<file path="src/rtl/imt_pkg.sv">
// ----------------------------------------------------------------------------
// imt_pkg: shared types for the IP membership table
// Request codes, sequencer states and the result handoff between the
// sequencer and the output stage.
// ----------------------------------------------------------------------------
package imt_pkg;

  typedef enum logic [1:0] {
    REQ_ADD    = 2'd0,
    REQ_REMOVE = 2'd1,
    REQ_CLEAR  = 2'd2,
    REQ_LOOKUP = 2'd3
  } req_type_t;

  typedef enum logic [1:0] {
    ST_IDLE,
    ST_SCAN,
    ST_SHIFT,
    ST_DONE
  } seq_state_t;

  // Result handoff from the sequencer to the output register.
  typedef struct packed {
    logic valid;
    logic ok;
  } imt_res_t;

endpackage

</file>
<file path="src/rtl/imt_ram.sv">
// ----------------------------------------------------------------------------
// imt_ram: generic single-write, single-read RAM
// One write port and one read port per cycle; the read data is registered.
// ----------------------------------------------------------------------------
module imt_ram #(
  parameter int WIDTH = 32,
  parameter int DEPTH = 8
) (
  input  logic                                 clk,
  input  logic                                 we,
  input  logic [(DEPTH > 1 ? $clog2(DEPTH) : 1)-1:0] waddr,
  input  logic [WIDTH-1:0]                     wdata,
  input  logic [(DEPTH > 1 ? $clog2(DEPTH) : 1)-1:0] raddr,
  output logic [WIDTH-1:0]                     rdata
);

  logic [WIDTH-1:0] mem [DEPTH];

  always_ff @(posedge clk) begin
    if (we) begin
      mem[waddr] <= wdata;
    end
    rdata <= mem[raddr];
  end

endmodule

</file>
<file path="src/rtl/imt_seq.sv">
// ----------------------------------------------------------------------------
// imt_seq: request sequencer and address comparator
// Walks the stored entries through the RAM read port with one shared
// comparator, appends on a missed add and compacts the list after a remove.
// ----------------------------------------------------------------------------
module imt_seq #(
  parameter int DEPTH = 8
) (
  input  logic                                clk,
  input  logic                                rst,
  input  logic                                in_valid,
  output logic                                in_ready,
  input  imt_pkg::req_type_t                  req_type,
  input  logic [31:0]                         address,
  output imt_pkg::imt_res_t                   res,
  input  logic                                res_ready,
  output logic [$clog2(DEPTH+1)-1:0]          count,
  output logic                                ram_we,
  output logic [(DEPTH > 1 ? $clog2(DEPTH) : 1)-1:0] ram_waddr,
  output logic [31:0]                         ram_wdata,
  output logic [(DEPTH > 1 ? $clog2(DEPTH) : 1)-1:0] ram_raddr,
  input  logic [31:0]                         ram_rdata
);
  import imt_pkg::*;

  localparam int CW = $clog2(DEPTH + 1);
  localparam int IW = (DEPTH > 1) ? $clog2(DEPTH) : 1;
  localparam logic [CW-1:0] DEPTH_C = CW'(DEPTH);
  localparam logic [CW-1:0] ONE_C = CW'(1);

  seq_state_t state, state_next;
  req_type_t  kind, kind_next;
  logic [31:0]   addr_r, addr_next;
  logic [CW-1:0] count_next;
  logic [CW-1:0] ridx, ridx_next;
  logic [CW-1:0] cidx, cidx_next;
  logic [CW-1:0] widx, widx_next;
  logic          pend, pend_next;
  logic          res_ok, res_ok_next;
  logic          hit;

  always_ff @(posedge clk) begin
    if (rst) begin
      state <= ST_IDLE;
      count <= '0;
      pend  <= 1'b0;
    end else begin
      state <= state_next;
      count <= count_next;
      pend  <= pend_next;
    end
  end

  always_ff @(posedge clk) begin
    kind   <= kind_next;
    addr_r <= addr_next;
    ridx   <= ridx_next;
    cidx   <= cidx_next;
    widx   <= widx_next;
    res_ok <= res_ok_next;
  end

  // The one comparator: read data of the entry fetched last cycle.
  assign hit = pend && (ram_rdata == addr_r);

  always_comb begin
    state_next  = state;
    kind_next   = kind;
    addr_next   = addr_r;
    count_next  = count;
    ridx_next   = ridx;
    cidx_next   = cidx;
    widx_next   = widx;
    pend_next   = pend;
    res_ok_next = res_ok;
    in_ready    = 1'b0;
    res.valid   = 1'b0;
    res.ok      = res_ok;
    ram_we      = 1'b0;
    ram_waddr   = widx[IW-1:0];
    ram_wdata   = ram_rdata;
    ram_raddr   = ridx[IW-1:0];

    unique case (state)
      ST_IDLE: begin
        in_ready = 1'b1;
        if (in_valid) begin
          kind_next = req_type;
          addr_next = address;
          ridx_next = '0;
          pend_next = 1'b0;
          state_next = ST_SCAN;
          if (req_type == REQ_CLEAR) begin
            count_next  = '0;
            res_ok_next = 1'b1;
            state_next  = ST_DONE;
          end else if (req_type == REQ_ADD && (address == 32'd0 || count == DEPTH_C)) begin
            res_ok_next = 1'b0;
            state_next  = ST_DONE;
          end
        end
      end

      ST_SCAN: begin
        if (hit) begin
          pend_next = 1'b0;
          if (kind == REQ_REMOVE) begin
            ridx_next  = cidx + ONE_C;
            widx_next  = cidx;
            state_next = ST_SHIFT;
          end else begin
            res_ok_next = 1'b1;
            state_next  = ST_DONE;
          end
        end else if (ridx < count) begin
          pend_next = 1'b1;
          cidx_next = ridx;
          ridx_next = ridx + ONE_C;
        end else begin
          // Every stored entry missed.
          pend_next = 1'b0;
          if (kind == REQ_ADD) begin
            ram_we      = 1'b1;
            ram_waddr   = count[IW-1:0];
            ram_wdata   = addr_r;
            count_next  = count + ONE_C;
            res_ok_next = 1'b1;
          end else begin
            res_ok_next = 1'b0;
          end
          state_next = ST_DONE;
        end
      end

      ST_SHIFT: begin
        // Read one slot ahead and write the fetched entry one slot down.
        if (pend) begin
          ram_we    = 1'b1;
          widx_next = widx + ONE_C;
        end
        if (ridx < count) begin
          pend_next = 1'b1;
          ridx_next = ridx + ONE_C;
        end else begin
          pend_next = 1'b0;
          if (!pend) begin
            count_next  = count - ONE_C;
            res_ok_next = 1'b1;
            state_next  = ST_DONE;
          end
        end
      end

      ST_DONE: begin
        res.valid = 1'b1;
        if (res_ready) begin
          state_next = ST_IDLE;
        end
      end

      default: begin
        state_next = ST_IDLE;
      end
    endcase
  end

endmodule

</file>
<file path="src/rtl/ip_membership_table.sv">
// ----------------------------------------------------------------------------
// ip_membership_table: packed set of nonzero IPv4 addresses
// Add, remove, clear and lookup requests against up to DEPTH stored
// addresses, one result beat per request beat.
// ----------------------------------------------------------------------------
// Each request beat yields exactly one result beat carrying ok and the entry
// count after the request. The entries sit in a single-port-read RAM and are
// compared one per cycle by a shared comparator. A lookup, a remove or an add
// scans the stored entries in order and stops at the first match, or reads
// every stored entry when none matches. A clear or a rejected add skips the
// scan. A remove that matches an entry then compacts the list, moving each
// entry after the removed one down one slot. The input is not ready while a
// request is in work; a finished result waits in the output register and the
// next request beat is taken meanwhile. No clearing pass is needed after
// reset.
module ip_membership_table #(
  parameter int DEPTH = 8
) (
  input  logic        clk,
  input  logic        rst,
  input  logic        s_tvalid,
  output logic        s_tready,
  input  logic [39:0] s_tdata,   // req_type [1:0], address [33:2], zero [39:34]
  output logic        m_tvalid,
  input  logic        m_tready,
  output logic [7:0]  m_tdata    // ok [0], entry_count [4:1], zero [7:5]
);
  import imt_pkg::*;

  localparam int CW = $clog2(DEPTH + 1);
  localparam int IW = (DEPTH > 1) ? $clog2(DEPTH) : 1;
  localparam logic [CW-1:0] DEPTH_C = CW'(DEPTH);

  imt_res_t          res;
  logic              res_ready;
  logic [CW-1:0]     count;
  logic [CW+3:0]     count_ext;
  logic              ram_we;
  logic [IW-1:0]     ram_waddr;
  logic [31:0]       ram_wdata;
  logic [IW-1:0]     ram_raddr;
  logic [31:0]       ram_rdata;
  logic              out_ok;
  logic [3:0]        out_count;

  imt_seq #(.DEPTH(DEPTH)) u_seq (
    .clk       (clk),
    .rst       (rst),
    .in_valid  (s_tvalid),
    .in_ready  (s_tready),
    .req_type  (req_type_t'(s_tdata[1:0])),
    .address   (s_tdata[33:2]),
    .res       (res),
    .res_ready (res_ready),
    .count     (count),
    .ram_we    (ram_we),
    .ram_waddr (ram_waddr),
    .ram_wdata (ram_wdata),
    .ram_raddr (ram_raddr),
    .ram_rdata (ram_rdata)
  );

  imt_ram #(.WIDTH(32), .DEPTH(DEPTH)) u_store (
    .clk   (clk),
    .we    (ram_we),
    .waddr (ram_waddr),
    .wdata (ram_wdata),
    .raddr (ram_raddr),
    .rdata (ram_rdata)
  );

  // The count reports modulo 16.
  assign count_ext = {4'b0000, count};
  assign res_ready = !m_tvalid || m_tready;

  always_ff @(posedge clk) begin
    if (rst) begin
      m_tvalid <= 1'b0;
    end else if (res_ready) begin
      m_tvalid <= res.valid;
    end
  end

  always_ff @(posedge clk) begin
    if (res_ready && res.valid) begin
      out_ok    <= res.ok;
      out_count <= count_ext[3:0];
    end
  end

  assign m_tdata = {3'b000, out_count, out_ok};

  a_one_at_a_time: assert property (@(posedge clk) disable iff (rst)
    (s_tvalid && s_tready) |=> !s_tready)
    else $error("request taken while another is in work");

  a_count_bound: assert property (@(posedge clk) disable iff (rst)
    count <= DEPTH_C)
    else $error("entry count exceeds table depth");

  a_clear_empties: assert property (@(posedge clk) disable iff (rst)
    (s_tvalid && s_tready && s_tdata[1:0] == REQ_CLEAR) |=> (count == '0))
    else $error("clear left entries in the table");

  a_result_after_request: assert property (@(posedge clk) disable iff (rst)
    res.valid |-> !s_tready)
    else $error("result pending while input is ready");

endmodule

</file>
<file path="config.mk">
export PLATFORM = sky130hd
export DESIGN_NAME = ip_membership_table
export DESIGN_NICKNAME = d
export VERILOG_FILES = /design/src/rtl/imt_pkg.sv /design/src/rtl/imt_ram.sv /design/src/rtl/imt_seq.sv /design/src/rtl/ip_membership_table.sv
export SDC_FILE = /design/constraint.sdc
export NUM_CORES = 1
export LEC_CHECK = 0
export BUFFER_PORTS_ARGS = -buffer_cell sky130_fd_sc_hd__buf_2
export CAP_MARGIN = 20
export CORE_MARGIN = 2
export CORE_UTILIZATION = 55
export CTS_CLUSTER_DIAMETER = 30
export DETAILED_ROUTE_END_ITERATION = 12
export MAX_ROUTING_LAYER = met4
export PLACE_DENSITY = 0.7
export SYNTH_ARGS = -nofsm -noshare
export SYNTH_HDL_FRONTEND = slang
export SYNTH_SLANG_ARGS = --single-unit
</file>
<file path="constraint.sdc">
create_clock -name clk -period 4.57 [get_ports clk]
set_input_delay 0.914 -clock clk [delete_from_list [all_inputs] [get_ports clk]]
set_output_delay 0.914 -clock clk [all_outputs]
set_load 0.02 [all_outputs]
</file>
==> impl_summary.md <==
Status
The flow ran to the end, and the final reports show no timing, DRC or antenna violations.

Timing
Derived from the worst setup path, the maximum achievable clock frequency is 0.281 GHz. The worst clock skew on the final layout is 0.0258 ns. Setup repair after global routing left no endpoint under its margin. The worst slew slack as a fraction of its limit is 0.295.

The max-slew violation count was 0. The final critical-path share of the clock period is 0.778. The clock period minus worst slack is 3.56 ns. Adding up every negative setup slack in the final design gives 0 ns. For the pin with the worst max-slew slack, the measured transition is 1.06 ns.

The count of final setup violators is 0. The final number of hold-violating endpoints was 0.

Place
The last weighted congestion value of the routability-driven placer is 0.859. The post-placement cell count is 1081. Once detailed placement completed, the half-perimeter wirelength came to 16700 um.

The number of input and output port buffers inserted is 44.

Clocking
The later-pin clock latency in the skew report is 0.55 ns. In this run the deepest clock path goes through 3 buffers. Gates resized during post-CTS repair numbered 0.

The H-tree was split into 3 levels. The quantity of hold-fixing buffers added after cts is 0. The tree is rooted in a clkbuf_16. The register clock-pin slew on the reported worst setup and hold paths is 0.04 ns.

Counting every sink on the clock net gives 347. The number of buffers added by the clock tree synthesis step is 68. TritonCTS built the clock tree.

The number of post-CTS setup repair buffers is 0.

Logic synthesis
The share of the synthesized area in compound gates (AO/OA/AOI/OAI) is 0.0255. The fraction of registers with async set/reset is 0. The distinct cell type count of the synthesized netlist is 55.

The Yosys step of the flow raised 0 warnings. By area the synthesized netlist is led by edfxtp_1 66%, mux4_2 10%, dfxtp_1 5.7%. Each instance of the synthesized netlist takes up on average 19.6 um^2.

Sorting the synthesized cells by how often they occur yields 307 x edfxtp_1, 64 x mux4_2, 40 x dfxtp_1. The synthesized design spends more area on one cell type than any other, namely edfxtp_1. The share of the Yosys chip area taken by registers is 0.713. The fraction of synthesized cell area taken by the top area cell type is 0.656. The mux share of post-synthesis cell area is 0.170. Yosys mapped a number of flops with a built-in enable equal to 307. The prevailing post-synth register cell is edfxtp_1. The arithmetic-cell share of the synthesized area counting full adders, half adders and majority gates is 0.0121. The synthesized design contains 347 register bits. The main combinational cell family by area after synthesis is multiplexers.

Of the total synthesized cell area, the portion taken by AND, OR, NAND and NOR gates is 0.0368. In the synthesized netlist, the number of instances is 718. The xor and xnor fraction of the mapped netlist area is 0.0231. Yosys instantiated no cell more often than edfxtp_1.

The mapped cell area is 14000 um^2.

Routing
The number of remaining DRC errors is 0. The violation count after the first detailed-routing iteration is 601. Summing over every cut layer, the via total after detailed routing is 7277. In the final routed layout, each cell accounts on average for 24.8 um.

The final wirelength is 29900 um. The average vias per placed instance is 6.03. The remaining antenna violation count after routing is 0. The first-pass detailed-route iteration total is 5.

Layout
The share of cells above drive strength 1 is 0.366. The number of nets in the layout is 878. The growth of design area from synthesis to finish is 21.8%.

Fill cells in the final layout number 1633. The number of antenna diodes is 0. The number of standard cells in the final layout excluding fillers is 1207.

Global routing
The combined global-route utilization of all metal layers is 0.241. The total global routing overflow is 0. The first global-routing pass estimated 45700 um of wire.

The initial antenna violation count is 0. The via count of the first global-routing pass is 7771. The pin count of the biggest net entering global routing is 69.

Power and ir drop
The peak ir drop on the vdd network is 0.000375 V. For this design the ratio of total power to cell area is 696 nW/um^2. Summed over all cells, the static leakage comes to 5.83 nW.

Floorplan
The horizontal die dimension is 164 um. The region available for standard cell placement spans 25100 um^2. In this run the count of I/O pins placed on the die edge is 54.

Measured along the y axis, the die boundary spans 164 um. The die covers 26800 um^2. The starting density of the core is 0.559. The number of cell rows is 58.

Run
The tool flagged a number of max-cap violations equal to 0.

Critical path
At the worst endpoint, the arrival time is 3.82 ns. STA classifies the critical path endpoint as a flop. Data on the critical path is required at its endpoint by 4.84 ns. The critical path is of the flop to flop type.

The startpoint class of the critical path is a flop. The critical-path maximum fanout is 23.

Hold path
The min-delay analysis places its worst path in the category flop to flop.
[per-layer routing]
| layer | part of all wire | up-vias | global-route usage |
|---|---|---|---|
| met1 | 0.42 | 3771 | 0.318 |
| met4 | 0.030 | 0 | 0.0993 |
| met5 | 0 | - | - |
| met2 | 0.49 | 301 | 0.373 |
| met3 | 0.065 | 82 | 0.0492 |
| li1 | - | 3123 | - |
[cell type report]
cell class                      count  area [um^2]  share of cell area
Clock buffer                       90         1920               0.112
Clock inverter                     36          404              0.0236
Inverter                           15         56.3             0.00329
Multi-Input combinational cell    327         3880               0.227
Sequential cell                   347        10000               0.586
Tap cell                          330          413              0.0241
Timing Repair Buffer               62          418              0.0244
[stage by stage]
stage	area (um^2)	util	power, mW	hold WS (ns)	setup slack (ns)
floorplan	14100	-	6.39	0.400	0.592
global placement	14800	0.589	6.90	0.443	1.10
detailed placement	14800	0.589	7.01	0.423	1.07
CTS	17100	0.681	12.0	0.432	1.02
global route	17100	0.681	12.4	0.457	0.856
finish	17100	0.681	11.9	0.432	1.01
[sequential cells by signal (all words and copies together), names as in the netlist]
| register | flops |
|---|---|
| u_store.rdata | 32 |
| m_tvalid | 1 |
| u_seq.ridx | 4 |
| u_seq.pend | 1 |
| u_seq.state | 2 |
| u_store.mem | 256 |
| u_seq.cidx | 4 |
| u_seq.widx | 3 |
| u_seq.res_ok | 1 |
| out_count | 4 |
| u_seq.addr_r | 32 |
| u_seq.kind | 2 |
| u_seq.count | 4 |
| out_ok | 1 |
[power breakdown]
part	internal [mW]	total (mW)	switching [mW]
combinational	1.16	2.53	1.37
clock	3.31	4.91	1.61
sequential	4.21	4.46	0.250
[cells in the final DEF, fill, tap and decap left out, types with 4 or more instances in the layout]
master,n
nor2_1,10
xnor2_1,29
clkinvlp_4,9
mux2_4,32
nand2b_1,6
nor4_1,9
ha_1,12
mux2_2,34
buf_12,5
clkinv_4,4
inv_1,15
clkbuf_1,13
clkbuf_16,72
mux2i_4,8
dfxtp_1,40
clkinv_2,11
mux4_2,64
nand2_1,16
o21ai_0,7
clkbuf_8,5
bufinv_16,6
buf_4,13
edfxtp_1,307
nand4_1,13
nor2b_1,4
a21oi_1,13
buf_2,44
xor2_1,8
nand3_1,14
[worst max-delay path, cell delays in order, from the launching register on]
cell	delay, ns
dfxtp_1	0.51
inv_1	0.21
ha_1	0.37
a2111oi_4	0.47
nor2_1	0.24
nand3_4	0.47
buf_4	0.58
mux2_4	0.39
[final timing paths]
| check | cells past startpoint | startpoint | slack (ns) | end |
|---|---|---|---|---|
| worst max-delay path | 7 | u_seq.count[1] | 1.01 | u_store.mem[4][28] |
| worst min register to register | 0 | u_seq.res_ok | 0.43 | out_ok |
| worst max register to register | 7 | u_seq.count[1] | 1.01 | u_store.mem[4][28] |
| worst min-delay path | 0 | u_seq.res_ok | 0.43 | out_ok |
[logic make-up after synthesis]
kind of cell,count (synthesis)
other,1
DFF,347
and+or+nand+nor,87
AOI/OAI and AO/OA,48
buffers and inverters,46
muxes,139
xor gates and xnor gates,37
adders and majority gates,13
(Power assumes the default switching activity.)
